**config.mk**
```make
export PLATFORM = sky130hd
export DESIGN_NAME = double_ended_queue
export DESIGN_NICKNAME = d
export VERILOG_FILES = /design/src/rtl/core/dq_pkg.sv /design/src/rtl/core/dq_ram.sv /design/src/rtl/core/double_ended_queue.sv
export SDC_FILE = /design/constraint.sdc
export NUM_CORES = 1
export LEC_CHECK = 0
export BUFFER_PORTS_ARGS = -buffer_cell sky130_fd_sc_hd__buf_2
export CELL_PAD_IN_SITES_DETAIL_PLACEMENT = 1
export CELL_PAD_IN_SITES_GLOBAL_PLACEMENT = 1
export CORE_MARGIN = 10
export CORE_UTILIZATION = 55
export DETAILED_ROUTE_END_ITERATION = 12
export HOLD_SLACK_MARGIN = 0.06
export PLACE_DENSITY = 0.87
export SYNTH_ARGS = -nofsm -noshare
export SYNTH_HDL_FRONTEND = slang
export SYNTH_HIERARCHICAL = 1
export SYNTH_SLANG_ARGS = --single-unit
```
**constraint.sdc**
```tcl
create_clock -name i_clk -period 7.2 [get_ports i_clk]
set_clock_uncertainty 0.1 [all_clocks]
set_input_delay 1.08 -clock i_clk [delete_from_list [all_inputs] [get_ports i_clk]]
set_output_delay 1.08 -clock i_clk [all_outputs]
set_load 0.05 [all_outputs]
```
**src/rtl/core/dq_pkg.sv**
```systemverilog
// dq_pkg: shared constants and codes for the double-ended queue
// operation codes, status codes and default sizes; no dependencies
`timescale 1ns / 1ps

package dq_pkg;

    // entry width and default ring depth
    localparam int DQ_WIDTH = 32;
    localparam int DQ_DEPTH = 32;

    // request operation codes
    typedef enum logic [2:0] {
        OP_PUSH_FRONT = 3'd0,
        OP_PUSH_REAR  = 3'd1,
        OP_POP_FRONT  = 3'd2,
        OP_POP_REAR   = 3'd3,
        OP_DISPLAY    = 3'd4
    } t_op;

    // result status codes
    typedef enum logic [1:0] {
        ST_OK    = 2'd0,
        ST_EMPTY = 2'd1,
        ST_FULL  = 2'd2
    } t_status;

endpackage

```
**src/rtl/core/dq_ram.sv**
```systemverilog
// dq_ram: generic single-write, single-read ram with registered read data
// no dependencies
`timescale 1ns / 1ps

module dq_ram #(
    parameter int WIDTH = 32,
    parameter int DEPTH = 32
) (
    input  logic                     i_clk,
    input  logic                     i_wr_en,
    input  logic [$clog2(DEPTH)-1:0] i_wr_addr,
    input  logic [WIDTH-1:0]         i_wr_data,
    input  logic                     i_rd_en,
    input  logic [$clog2(DEPTH)-1:0] i_rd_addr,
    output logic [WIDTH-1:0]         o_rd_data
);

    logic [WIDTH-1:0] r_mem [DEPTH];
    logic [WIDTH-1:0] r_rd_data;

    // write port
    always_ff @(posedge i_clk) begin
        if (i_wr_en) begin
            r_mem[i_wr_addr] <= i_wr_data;
        end
    end

    // registered read, holds when not enabled
    always_ff @(posedge i_clk) begin
        if (i_rd_en) begin
            r_rd_data <= r_mem[i_rd_addr];
        end
    end

    assign o_rd_data = r_rd_data;

endmodule

```
**src/rtl/core/double_ended_queue.sv**
```systemverilog
// double_ended_queue: bounded deque of signed values kept in a ring ram
// depends on dq_pkg and dq_ram
// a push or pop result goes through S_RES into the output register once that is free;
// the block holds stall until its last result is registered, taking no request before.
// display emits count results, one per cycle unless stalled, or one empty status if empty.
// a stalled result holds the block; synchronous active-low reset clears front, count, control.
`timescale 1ns / 1ps

module double_ended_queue #(
    parameter int DEPTH = dq_pkg::DQ_DEPTH
) (
    input  logic                              i_clk,
    input  logic                              i_rst_n,
    input  logic                              i_valid,
    output logic                              o_stall,
    input  logic [2:0]                        i_op,
    input  logic signed [dq_pkg::DQ_WIDTH-1:0] i_value,
    output logic                              o_valid,
    input  logic                              i_stall,
    output logic signed [dq_pkg::DQ_WIDTH-1:0] o_value_res,
    output logic [1:0]                        o_status,
    output logic                              o_last
);

    localparam int IW = $clog2(DEPTH);
    localparam int CW = $clog2(DEPTH + 1);
    localparam int SW = CW + 1;
    localparam int VW = dq_pkg::DQ_WIDTH;

    typedef enum logic [2:0] {
        S_IDLE = 3'b001,
        S_RES  = 3'b010,
        S_WALK = 3'b100
    } t_state;

    // ring index helpers
    function automatic logic [IW-1:0] ring_prev(input logic [IW-1:0] idx);
        return (idx == '0) ? IW'(DEPTH - 1) : idx - 1'b1;
    endfunction

    function automatic logic [IW-1:0] ring_next(input logic [IW-1:0] idx);
        return (idx == IW'(DEPTH - 1)) ? '0 : idx + 1'b1;
    endfunction

    function automatic logic [IW-1:0] ring_offset(input logic [IW-1:0] idx,
                                                  input logic [CW-1:0] k);
        logic [SW-1:0] s;
        s = SW'(idx) + SW'(k);
        if (s >= SW'(DEPTH)) begin
            s = s - SW'(DEPTH);
        end
        return s[IW-1:0];
    endfunction

    t_state          r_state, n_state;
    logic [IW-1:0]   r_front, n_front;
    logic [CW-1:0]   r_count, n_count;
    logic [IW-1:0]   r_slot, n_slot;
    logic [CW-1:0]   r_left, n_left;
    logic signed [VW-1:0] r_res_value, n_res_value;
    dq_pkg::t_status r_res_status, n_res_status;
    logic            r_use_mem, n_use_mem;
    logic            r_out_valid, n_out_valid;
    logic signed [VW-1:0] r_out_value, n_out_value;
    dq_pkg::t_status r_out_status, n_out_status;
    logic            r_out_last, n_out_last;

    logic            accept;
    logic            out_free;
    logic            is_full;
    logic            is_empty;
    logic            wr_en;
    logic [IW-1:0]   wr_addr;
    logic            rd_en;
    logic [IW-1:0]   rd_addr;
    logic [VW-1:0]   rd_data;

    // entry store
    dq_ram #(
        .WIDTH (VW),
        .DEPTH (DEPTH)
    ) u_ram (
        .i_clk     (i_clk),
        .i_wr_en   (wr_en),
        .i_wr_addr (wr_addr),
        .i_wr_data (i_value),
        .i_rd_en   (rd_en),
        .i_rd_addr (rd_addr),
        .o_rd_data (rd_data)
    );

    // handshake
    assign o_stall  = (r_state != S_IDLE);
    assign accept   = i_valid && (r_state == S_IDLE);
    assign out_free = !r_out_valid || !i_stall;
    assign is_full  = (r_count == CW'(DEPTH));
    assign is_empty = (r_count == '0);

    // request decode, ram access and result sequencing
    always_comb begin
        n_state      = r_state;
        n_front      = r_front;
        n_count      = r_count;
        n_slot       = r_slot;
        n_left       = r_left;
        n_res_value  = r_res_value;
        n_res_status = r_res_status;
        n_use_mem    = r_use_mem;
        n_out_valid  = r_out_valid && i_stall;
        n_out_value  = r_out_value;
        n_out_status = r_out_status;
        n_out_last   = r_out_last;
        wr_en        = 1'b0;
        wr_addr      = r_front;
        rd_en        = 1'b0;
        rd_addr      = r_front;

        unique case (r_state)
            S_IDLE: begin
                if (accept) begin
                    n_res_value  = i_value;
                    n_res_status = dq_pkg::ST_OK;
                    n_use_mem    = 1'b0;
                    unique case (dq_pkg::t_op'(i_op))
                        dq_pkg::OP_PUSH_FRONT: begin
                            n_state = S_RES;
                            if (is_full) begin
                                n_res_status = dq_pkg::ST_FULL;
                            end else begin
                                wr_en   = 1'b1;
                                wr_addr = ring_prev(r_front);
                                n_front = ring_prev(r_front);
                                n_count = r_count + 1'b1;
                            end
                        end
                        dq_pkg::OP_PUSH_REAR: begin
                            n_state = S_RES;
                            if (is_full) begin
                                n_res_status = dq_pkg::ST_FULL;
                            end else begin
                                wr_en   = 1'b1;
                                wr_addr = ring_offset(r_front, r_count);
                                n_count = r_count + 1'b1;
                            end
                        end
                        dq_pkg::OP_POP_FRONT: begin
                            n_state = S_RES;
                            if (is_empty) begin
                                n_res_value  = '0;
                                n_res_status = dq_pkg::ST_EMPTY;
                            end else begin
                                rd_en     = 1'b1;
                                rd_addr   = r_front;
                                n_use_mem = 1'b1;
                                n_front   = ring_next(r_front);
                                n_count   = r_count - 1'b1;
                            end
                        end
                        dq_pkg::OP_POP_REAR: begin
                            n_state = S_RES;
                            if (is_empty) begin
                                n_res_value  = '0;
                                n_res_status = dq_pkg::ST_EMPTY;
                            end else begin
                                rd_en     = 1'b1;
                                rd_addr   = ring_offset(r_front, r_count - 1'b1);
                                n_use_mem = 1'b1;
                                n_count   = r_count - 1'b1;
                            end
                        end
                        dq_pkg::OP_DISPLAY: begin
                            if (is_empty) begin
                                n_state      = S_RES;
                                n_res_value  = '0;
                                n_res_status = dq_pkg::ST_EMPTY;
                            end else begin
                                n_state = S_WALK;
                                rd_en   = 1'b1;
                                rd_addr = r_front;
                                n_slot  = ring_next(r_front);
                                n_left  = r_count;
                            end
                        end
                        default: begin
                            // unused codes give no result
                        end
                    endcase
                end
            end
            S_RES: begin
                if (out_free) begin
                    n_out_valid  = 1'b1;
                    n_out_value  = r_use_mem ? $signed(rd_data) : r_res_value;
                    n_out_status = r_res_status;
                    n_out_last   = 1'b1;
                    n_state      = S_IDLE;
                end
            end
            S_WALK: begin
                // emit current entry, then fetch the next one
                if (out_free) begin
                    n_out_valid  = 1'b1;
                    n_out_value  = $signed(rd_data);
                    n_out_status = dq_pkg::ST_OK;
                    n_out_last   = (r_left == CW'(1));
                    if (r_left == CW'(1)) begin
                        n_state = S_IDLE;
                    end else begin
                        rd_en   = 1'b1;
                        rd_addr = r_slot;
                        n_slot  = ring_next(r_slot);
                        n_left  = r_left - 1'b1;
                    end
                end
            end
            default: begin
                n_state = S_IDLE;
            end
        endcase
    end

    // control registers
    always_ff @(posedge i_clk) begin
        if (!i_rst_n) begin
            r_state     <= S_IDLE;
            r_front     <= '0;
            r_count     <= '0;
            r_out_valid <= 1'b0;
        end else begin
            r_state     <= n_state;
            r_front     <= n_front;
            r_count     <= n_count;
            r_out_valid <= n_out_valid;
        end
    end

    // payload registers
    always_ff @(posedge i_clk) begin
        r_slot       <= n_slot;
        r_left       <= n_left;
        r_res_value  <= n_res_value;
        r_res_status <= n_res_status;
        r_use_mem    <= n_use_mem;
        r_out_value  <= n_out_value;
        r_out_status <= n_out_status;
        r_out_last   <= n_out_last;
    end

    assign o_valid     = r_out_valid;
    assign o_value_res = r_out_value;
    assign o_status    = r_out_status;
    assign o_last      = r_out_last;

endmodule
```
==> results of run 1 <==
registers in the layout, summed over array words and instances (netlist names):
| signal | cells |
|---|---|
| r_state | 3 |
| u_ram/r_mem | 1024 |
| o_value_res | 32 |
| r_count | 6 |
| r_use_mem | 1 |
| o_last | 1 |
| o_status | 2 |
| r_slot | 5 |
| o_valid | 1 |
| u_ram/o_rd_data | 32 |
| r_res_status | 2 |
| r_front | 5 |
| r_left | 6 |
| r_res_value | 32 |
critical path: cells and delay by family (launching register included):
kind / cells / cell delay (ns)
AOI/OAI and AO/OA: 1 / 0.55
DFF: 1 / 0.37
buffers and inverters: 3 / 0.87
adders and majority gates: 1 / 0.29
and+or+nand+nor: 5 / 3.13
power breakdown:
group,internal (uW),switching [uW],total (uW)
Clock,3210,2670,5880
Combinational,424,938,1360
Sequential,7490,53.6,7540
cells in the mapped netlist, drive strengths merged (4+ instances only):
library cell  instances  share of area (%)
edfxtp             1137                 74
mux2i               515                 11
nand2               139                1.1
a21oi               110                1.2
nand3               105                1.1
a22oi               100                1.6
buf                  96                1.4
a22o                 65                1.2
nor2                 58               0.47
clkbuf               53               0.45
nor3                 44               0.49
nor2b                36               0.49
mux2                 35               0.86
a31oi                34               0.46
o21ai                23               0.25
ha                   17               0.46
inv                  16               0.13
dfxtp                15               0.65
xor2                 14               0.27
and2                  9               0.12
xnor2                 9               0.17
nand2b                8               0.11
nand3b                6              0.098
a21boi                5              0.082
o22ai                 5              0.068
or3                   5              0.068
a21o                  4              0.065
or3b                  4              0.076
worst paths after layout:
kind                        start                 end  slack (ns)
hold / removal    r_res_status[0]         o_status[0]        0.43
setup / recovery       r_count[0]  u_ram/r_mem[17][7]        1.53
setup reg to reg       r_count[0]  u_ram/r_mem[17][7]        1.53
hold reg to reg   r_res_status[0]         o_status[0]        0.43
area by class of cell:
class / instances / share of cell area (%)
Tap cell: 1070 / 2.62
Clock buffer: 129 / 5.68
Clock inverter: 71 / 1.22
Timing Repair Buffer: 137 / 1.91
Sequential cell: 1152 / 67.3
Multi-Input combinational cell: 1381 / 21.2
Inverter: 17 / 0.125
through the flow:
stage	instance area, sq um	utilization [%]	cells	hold WS (ns)
2_1_floorplan	45900	-	2699	0.397
3_3_place_gp	47700	57.9	3757	0.425
3_5_place_dp	47700	57.9	3757	0.419
4_1_cts	51200	62.1	3957	0.433
5_1_grt	51200	62.1	3957	0.451
6_report	51200	62.1	3957	0.429
kinds of logic (layout without fill, tap and decap cells):
| group | count (synthesis) | after routing | synth area share, % |
|---|---|---|---|
| compound gates | 364 | 364 | 5.40 |
| xor+xnor | 23 | 23 | 0.439 |
| simple gates | 425 | 425 | 4.43 |
| mux | 550 | 550 | 12.1 |
| flops | 1152 | 1152 | 75.1 |
| fa+ha+maj | 19 | 19 | 0.551 |
| buf+inv | 166 | 354 | 2.02 |
placed cells by master (no fill, tap or decap), types with 34 or more instances in the layout:
| cell | count |
|---|---|
| sky130_fd_sc_hd__nor2_4 | 34 |
| sky130_fd_sc_hd__a22o_1 | 65 |
| sky130_fd_sc_hd__mux2_2 | 35 |
| sky130_fd_sc_hd__a31oi_1 | 34 |
| sky130_fd_sc_hd__clkbuf_16 | 114 |
| sky130_fd_sc_hd__buf_2 | 75 |
| sky130_fd_sc_hd__buf_4 | 51 |
| sky130_fd_sc_hd__nand3_1 | 105 |
| sky130_fd_sc_hd__a21oi_1 | 108 |
| sky130_fd_sc_hd__edfxtp_1 | 1137 |
| sky130_fd_sc_hd__a22oi_1 | 100 |
| sky130_fd_sc_hd__nor2b_1 | 34 |
| sky130_fd_sc_hd__nor3_1 | 43 |
| sky130_fd_sc_hd__nand2_1 | 138 |
| sky130_fd_sc_hd__mux2i_1 | 515 |
per-layer routing:
layer	up-vias	part of all wire, %	track usage (%)
met5	-	0.019	0
met1	14200	35	37.9
met4	4	6.1	16.6
met2	2161	49	51.1
li1	10800	-	-
met3	542	10	6.65
==> metrics.txt, run 1 <==
# TYPE chip_impl_metric gauge
chip_impl_info{name="status",value="finished, final reports clean"} 1
chip_impl_metric{name="critPathArrivalTime",unit="ns"} 5.91
chip_impl_metric{name="post-route-drc-count",unit=""} 0
chip_impl_metric{name="timing.slew.headroom",unit="%"} 10.9
chip_impl_metric{name="cts_setup_buffers",unit=""} 0
chip_impl_metric{name="fmax",unit="MHz"} 176
chip_impl_metric{name="synth_fp_nets",unit=""} 2757
chip_impl_metric{name="final_layout_size_suffix_gt1_share",unit="%"} 13.4
chip_impl_metric{name="floorplan.core_area",unit="sq um"} 82400
chip_impl_metric{name="row_cnt",unit=""} 105
chip_impl_metric{name="finalCriticalPeriod",unit="ns"} 5.67
chip_impl_metric{name="vias_per_cell",unit=""} 7.00
chip_impl_metric{name="final_hold_viol_count",unit=""} 0
chip_impl_info{name="cts_tree",value="yes"} 1
chip_impl_metric{name="count_of_hold_fix_buffers_inserted_at_cts",unit=""} 0
chip_impl_metric{name="cts_made_buffers",unit=""} 112
chip_impl_metric{name="cts.sink_count",unit=""} 1152
chip_impl_metric{name="p_leak",unit="uW"} 0.0158
chip_impl_metric{name="holdPathStages",unit=""} 1
chip_impl_info{name="timing.critical_path.slowest_stage_cell",value="sky130_fd_sc_hd__nor2_4"} 1
chip_impl_metric{name="cp_data_required_time",unit="ns"} 7.44
chip_impl_info{name="criticalPathCategory",value="reg2reg"} 1
chip_impl_metric{name="cts_htree_levels",unit=""} 3
chip_impl_metric{name="worstMarginPinSlew",unit="ns"} 1.33
chip_impl_metric{name="final_net_count",unit=""} 2859
chip_impl_metric{name="first_iter_violations",unit=""} 3975
chip_impl_metric{name="diodes",unit=""} 0
chip_impl_metric{name="gate_count_after_technology_mapping",unit=""} 2699
chip_impl_metric{name="initial_utilization",unit="%"} 55.7
chip_impl_metric{name="io_buffers",unit=""} 75
chip_impl_metric{name="cts_repair_resize_count",unit=""} 0
chip_impl_info{name="cts_root_buf",value="sky130_fd_sc_hd__clkbuf_16"} 1
chip_impl_metric{name="die-height",unit="microns"} 309
chip_impl_metric{name="synth_edf_count",unit=""} 1137
chip_impl_metric{name="total_setup_violations_reported_at_the_end_of_the_flow",unit=""} 0
chip_impl_metric{name="power.density_cell_area",unit="nW/um^2"} 289
chip_impl_metric{name="report.final.slew_viol_count",unit=""} 0
chip_impl_metric{name="synth_cell_type_count",unit=""} 61
chip_impl_metric{name="multi_input_comb_area",unit="sq um"} 10800
chip_impl_info{name="critPathCaptureType",value="flop"} 1
chip_impl_metric{name="layout.area.seq",unit="sq um"} 34400
chip_impl_metric{name="routabilityCongestion",unit=""} 0.862
chip_impl_metric{name="worst_ir_drop_vdd",unit="mV"} 0.198
chip_impl_metric{name="synth-seq-area-share",unit="%"} 75.1
chip_impl_info{name="holdCritPathClass",value="reg2reg"} 1
chip_impl_metric{name="grt_usage",unit="%"} 30.9
chip_impl_metric{name="fin_crit_sh",unit="%"} 78.7
chip_impl_metric{name="floorplan.io_pins",unit=""} 76
chip_impl_metric{name="grt_pass1_vias",unit=""} 29000
chip_impl_metric{name="detail_route.first_pass.iterations",unit=""} 6
chip_impl_metric{name="clk_path_buf_depth",unit=""} 3
chip_impl_metric{name="setup_slack",unit="ns"} 1.53
chip_impl_metric{name="number_of_fillers_in_the_final_layout",unit=""} 7057
chip_impl_info{name="setup_repair_after_global_routing_missed_its_margin",value="no"} 1
chip_impl_info{name="cp_cell_sequence",value="inv_1 -> ha_1 -> nor4b_2 -> nand2_1 -> nand2_1 -> inv_1 -> o21ai_0 -> nand3b_1 -> nor2_4 -> buf_4"} 1
chip_impl_metric{name="antenna_left",unit=""} 0
chip_impl_metric{name="floorplan.die.width",unit="microns"} 309
chip_impl_metric{name="post_synth_arst_share",unit="%"} 0
chip_impl_metric{name="hpwlAfterDp",unit="microns"} 76100
chip_impl_metric{name="totalNegativeSetupSlack",unit="ns"} 0
chip_impl_metric{name="die_area",unit="sq um"} 95400
chip_impl_metric{name="first_pass_grt_wire_length",unit="microns"} 213000
chip_impl_metric{name="synth-warning-count",unit=""} 6
chip_impl_metric{name="maxCapViolCount",unit=""} 0
chip_impl_metric{name="place_ws",unit="ns"} 2.02
chip_impl_metric{name="grt_start_max_net_pins",unit=""} 134
chip_impl_metric{name="avgRoutedWirePerCell",unit="microns"} 37.6
chip_impl_metric{name="largest_fanout_of_any_net_on_the_critical_path",unit=""} 19
chip_impl_metric{name="synth_seq_cells",unit=""} 1152
chip_impl_metric{name="totalPowerFinal",unit="uW"} 14800
chip_impl_metric{name="detail_route.wirelength",unit="microns"} 149000
chip_impl_metric{name="detailroute.via_count",unit=""} 27700
chip_impl_metric{name="cts.reportedPaths.clkPinSlew",unit="ns"} 0.06
chip_impl_info{name="synth_ff_type",value="sky130_fd_sc_hd__edfxtp_1"} 1
chip_impl_metric{name="grt_antenna_before_repair",unit=""} 5
chip_impl_metric{name="syn_to_final_growth",unit="%"} 11.6
chip_impl_metric{name="avgSynthCellArea",unit="sq um"} 17.0
chip_impl_info{name="critPathLaunchType",value="flop"} 1
chip_impl_metric{name="synth.cell_area",unit="sq um"} 45900
chip_impl_metric{name="max_incr_delay_on_cp",unit="ns"} 1.23
chip_impl_metric{name="number_of_cell_instances_on_the_worst_register_to_register_path",unit=""} 10
chip_impl_metric{name="worstSkewPairLatency",unit="ns"} 0.69
chip_impl_metric{name="grt-ovfl-total",unit=""} 0
Note: power is estimated with default switching activity, not from simulation.
==> run 2, diff against run 1 <==
Settings changed: ABC_AREA from default to 1, CORE_UTILIZATION 55 to 51, PLACE_DENSITY 0.87 to 0.86.
Clock period 7.2 ns to 5.7 ns, I/O delays scaled along.
==> run 2 against run 1 <==
Worst setup slack worse by 0.75 ns. Highest routed layer unchanged. Fmax is 15% higher. Critical path depth is 7 higher. Clock power is 26% higher. Synthesized cell count is 52% higher. Sequential power is 31% higher. Cell count is 38% higher. First-iteration DRC count hardly changed. Combinational power grew to 4.1 times the previous value. Design area is 3.9% higher.
==> metrics.txt, run 2 <==
# TYPE chip_impl_metric gauge
chip_impl_info{name="synth.top_cells.by_count",value="1544 x sky130_fd_sc_hd__nand2_1, 1137 x sky130_fd_sc_hd__edfxtp_1, 821 x sky130_fd_sc_hd__nand3_1"} 1
chip_impl_metric{name="floorplan.core_area",unit="sq um"} 93500
chip_impl_metric{name="die-height",unit="microns"} 327
chip_impl_info{name="critical_path.most_common_cell",value="sky130_fd_sc_hd__nand2_1"} 1
chip_impl_metric{name="timing.slew.headroom",unit="%"} 15.6
chip_impl_metric{name="hpwlAfterDp",unit="microns"} 83500
chip_impl_info{name="yosys_top_cell_by_area",value="sky130_fd_sc_hd__edfxtp_1"} 1
chip_impl_metric{name="synth_seq_cells",unit=""} 1152
chip_impl_metric{name="detail_route.first_pass.iterations",unit=""} 8
chip_impl_metric{name="first_pass_grt_wire_length",unit="microns"} 233000
chip_impl_info{name="synth.area.top_cells",value="sky130_fd_sc_hd__edfxtp_1 71%, sky130_fd_sc_hd__nand2_1 12%, sky130_fd_sc_hd__nand3_1 8.5%"} 1
chip_impl_metric{name="count_of_hold_fix_buffers_inserted_at_cts",unit=""} 0
chip_impl_metric{name="antenna_left",unit=""} 0
chip_impl_metric{name="largest_fanout_of_any_net_on_the_critical_path",unit=""} 163
chip_impl_info{name="setup_repair_after_global_routing_missed_its_margin",value="no"} 1
chip_impl_metric{name="fin_crit_sh",unit="%"} 86.2
chip_impl_info{name="cell_with_the_most_instances_after_synthesis",value="sky130_fd_sc_hd__nand2_1"} 1
chip_impl_metric{name="io_buffers",unit=""} 75
chip_impl_metric{name="row_cnt",unit=""} 112
chip_impl_metric{name="worstMarginPinSlew",unit="ns"} 1.26
chip_impl_metric{name="cts_htree_levels",unit=""} 3
chip_impl_metric{name="initial_utilization",unit="%"} 51.5
chip_impl_metric{name="floorplan.io_pins",unit=""} 76
chip_impl_metric{name="grt_antenna_before_repair",unit=""} 11
chip_impl_metric{name="cp_data_required_time",unit="ns"} 6.20
chip_impl_metric{name="p_leak",unit="uW"} 0.0195
chip_impl_metric{name="worst_ir_drop_vdd",unit="mV"} 0.306
chip_impl_metric{name="critPathArrivalTime",unit="ns"} 5.41
chip_impl_metric{name="clk_path_buf_depth",unit=""} 3
chip_impl_metric{name="cts_made_buffers",unit=""} 114
chip_impl_metric{name="first_iter_violations",unit=""} 3977
chip_impl_metric{name="max_incr_delay_on_cp",unit="ns"} 0.59
chip_impl_info{name="cts_root_buf",value="sky130_fd_sc_hd__clkbuf_16"} 1
chip_impl_metric{name="final_hold_viol_count",unit=""} 0
chip_impl_info{name="status",value="finished, final reports clean"} 1
chip_impl_metric{name="grt_util_met1",unit="%"} 35.1
chip_impl_metric{name="finalCriticalPeriod",unit="ns"} 4.91
chip_impl_metric{name="synth-seq-area-share",unit="%"} 71.6
chip_impl_metric{name="fmax",unit="MHz"} 203
chip_impl_metric{name="gate_count_after_technology_mapping",unit=""} 4104
chip_impl_metric{name="grt_pass1_vias",unit=""} 36400
chip_impl_metric{name="synth_cell_type_count",unit=""} 38
chip_impl_metric{name="detail_route.wirelength",unit="microns"} 157000
chip_impl_info{name="critPathLaunchType",value="flop"} 1
chip_impl_metric{name="synth_fp_nets",unit=""} 4162
chip_impl_metric{name="routabilityCongestion",unit=""} 0.813
chip_impl_metric{name="grt_util_met3",unit="%"} 5.42
chip_impl_metric{name="maxCapViolCount",unit=""} 0
chip_impl_metric{name="largest_register_ff_count",unit=""} 1024
chip_impl_metric{name="cts.sink_count",unit=""} 1152
chip_impl_info{name="holdCritPathClass",value="in2reg"} 1
chip_impl_metric{name="cts_repair_resize_count",unit=""} 0
chip_impl_info{name="mostFrequentLayoutCell",value="sky130_fd_sc_hd__nand2_1"} 1
chip_impl_metric{name="synth_edf_count",unit=""} 1137
chip_impl_metric{name="synth-warning-count",unit=""} 6
chip_impl_metric{name="total_setup_violations_reported_at_the_end_of_the_flow",unit=""} 0
chip_impl_metric{name="cts.reportedPaths.clkPinSlew",unit="ns"} 0.06
chip_impl_metric{name="grt_start_max_net_pins",unit=""} 168
chip_impl_metric{name="vias_per_cell",unit=""} 6.24
chip_impl_info{name="cts_tree",value="yes"} 1
chip_impl_info{name="timing.critical_path.slowest_stage_cell",value="sky130_fd_sc_hd__inv_16"} 1
chip_impl_metric{name="grt_usage",unit="%"} 28.8
chip_impl_info{name="max_flop_register",value="u_ram/r_mem"} 1
chip_impl_info{name="critPathCaptureType",value="flop"} 1
chip_impl_info{name="layout_common_cells",value="1539 x sky130_fd_sc_hd__nand2_1, 1137 x sky130_fd_sc_hd__edfxtp_1, 821 x sky130_fd_sc_hd__nand3_1, 114 x sky130_fd_sc_hd__clkbuf_16, 87 x sky130_fd_sc_hd__inv_1"} 1
chip_impl_info{name="grt.busiest_layer",value="met2"} 1
chip_impl_info{name="synth_ff_type",value="sky130_fd_sc_hd__edfxtp_1"} 1
chip_impl_info{name="criticalPathCategory",value="reg2reg"} 1
chip_impl_metric{name="final_net_count",unit=""} 4186
chip_impl_metric{name="post-route-drc-count",unit=""} 0
chip_impl_metric{name="totalNegativeSetupSlack",unit="ns"} 0
chip_impl_metric{name="final_layout_size_suffix_gt1_share",unit="%"} 9.26
chip_impl_metric{name="utilization",unit="%"} 56.9
chip_impl_metric{name="syn_to_final_growth",unit="%"} 10.5
chip_impl_metric{name="report.final.slew_viol_count",unit=""} 0
chip_impl_metric{name="synthDominantCellAreaShare",unit="%"} 71.0
chip_impl_metric{name="avgRoutedWirePerCell",unit="microns"} 28.6
chip_impl_metric{name="detailroute.via_count",unit=""} 34200
chip_impl_metric{name="die_area",unit="sq um"} 107000
chip_impl_metric{name="grt.met2_usage",unit="%"} 48.3
chip_impl_metric{name="cts_setup_buffers",unit=""} 0
chip_impl_metric{name="grt-ovfl-total",unit=""} 0
chip_impl_metric{name="number_of_fillers_in_the_final_layout",unit=""} 9432
chip_impl_metric{name="floorplan.die.width",unit="microns"} 327
chip_impl_metric{name="power.density_cell_area",unit="nW/um^2"} 430
chip_impl_metric{name="worstSkewPairLatency",unit="ns"} 0.73
chip_impl_metric{name="synth.cell_area",unit="sq um"} 48100
chip_impl_metric{name="avgSynthCellArea",unit="sq um"} 11.7
chip_impl_metric{name="post_synth_arst_share",unit="%"} 0
chip_impl_info{name="cp_cell_sequence",value="inv_1 -> ha_1 -> nand3_1 -> nand2_1 -> nor2_4 -> o21ai_0 -> nand2_4 -> inv_16 -> buf_12 -> nand2_1 -> nand3_1 -> nand3_1 -> nand2_1 -> nand2_1 -> nand2_1 -> nand2_1 -> nand2_1"} 1
[run 2: cells by family (layout without fill, tap and decap cells)]
logic type | after synthesis | after routing | synth area share, %
compound gates | 68 | 68 | 0.759
xor+xnor | 16 | 16 | 0.291
fa+ha+maj | 19 | 19 | 0.525
buf+inv | 329 | 448 | 4.17
flops | 1152 | 1152 | 71.6
mux | 32 | 32 | 0.983
other cells | 0 | 3 | 0
simple gates | 2488 | 2488 | 21.7
[run 2: area by class of cell]
class	count	area (sq um)	share of cell area, %
diodes	3	7.51	0.0141
clock buffers	138	2940	5.53
clock inverters	73	669	1.26
inverters	93	379	0.713
multi-input cells	2623	12000	22.5
flip-flops and latches	1152	34400	64.8
well taps	1254	1570	2.95
repair buffers	144	1180	2.22
[run 2: power by group]
part,internal [uW],switching [uW],total [uW]
combinational,1420,4170,5590
clock,4130,3290,7430
sequential,9720,136,9860
[run 2: worst paths after layout]
kind                         from                   to  slack (ns)  depth (start not counted)
setup reg to reg       r_count[0]  u_ram/o_rd_data[10]        0.79                         17
hold reg to reg   r_res_value[14]      o_value_res[14]        0.45                          1
setup / recovery       r_count[0]  u_ram/o_rd_data[10]        0.79                         17
hold / removal            i_stall              o_valid        0.39                          5
[run 2: through the flow]
step | cells | hold WS, ns | worst slack, ns | total power (uW) | instance area, sq um
after floorplan | 4104 | 0.399 | 0.928 | 13800 | 48100
after global placement | 5266 | 0.423 | 1.10 | 15100 | 49500
after detailed placement | 5266 | 0.435 | 0.895 | 15400 | 49500
after CTS | 5477 | 0.356 | 0.931 | 22900 | 53200
after global routing | 5479 | 0.404 | 0.569 | 23700 | 53200
final | 5480 | 0.392 | 0.785 | 22900 | 53200
[run 2: worst max-delay path, delay by kind of cell (launching register included)]
kind | cells | cell delay, ns
adders and majority gates | 1 | 0.28
buffers and inverters | 3 | 1.20
AOI/OAI and AO/OA | 1 | 0.51
DFF | 1 | 0.38
and+or+nand+nor | 12 | 2.08
[run 2: routing by layer]
metal  wire, microns  share of wire (%)  vias to the layer above
met5              67              0.043                        -
met2           76800                 49                     2066
met4            8580                5.5                       10
met3           14900                9.5                      514
li1                -                  -                    14300
met1           56500                 36                    17300
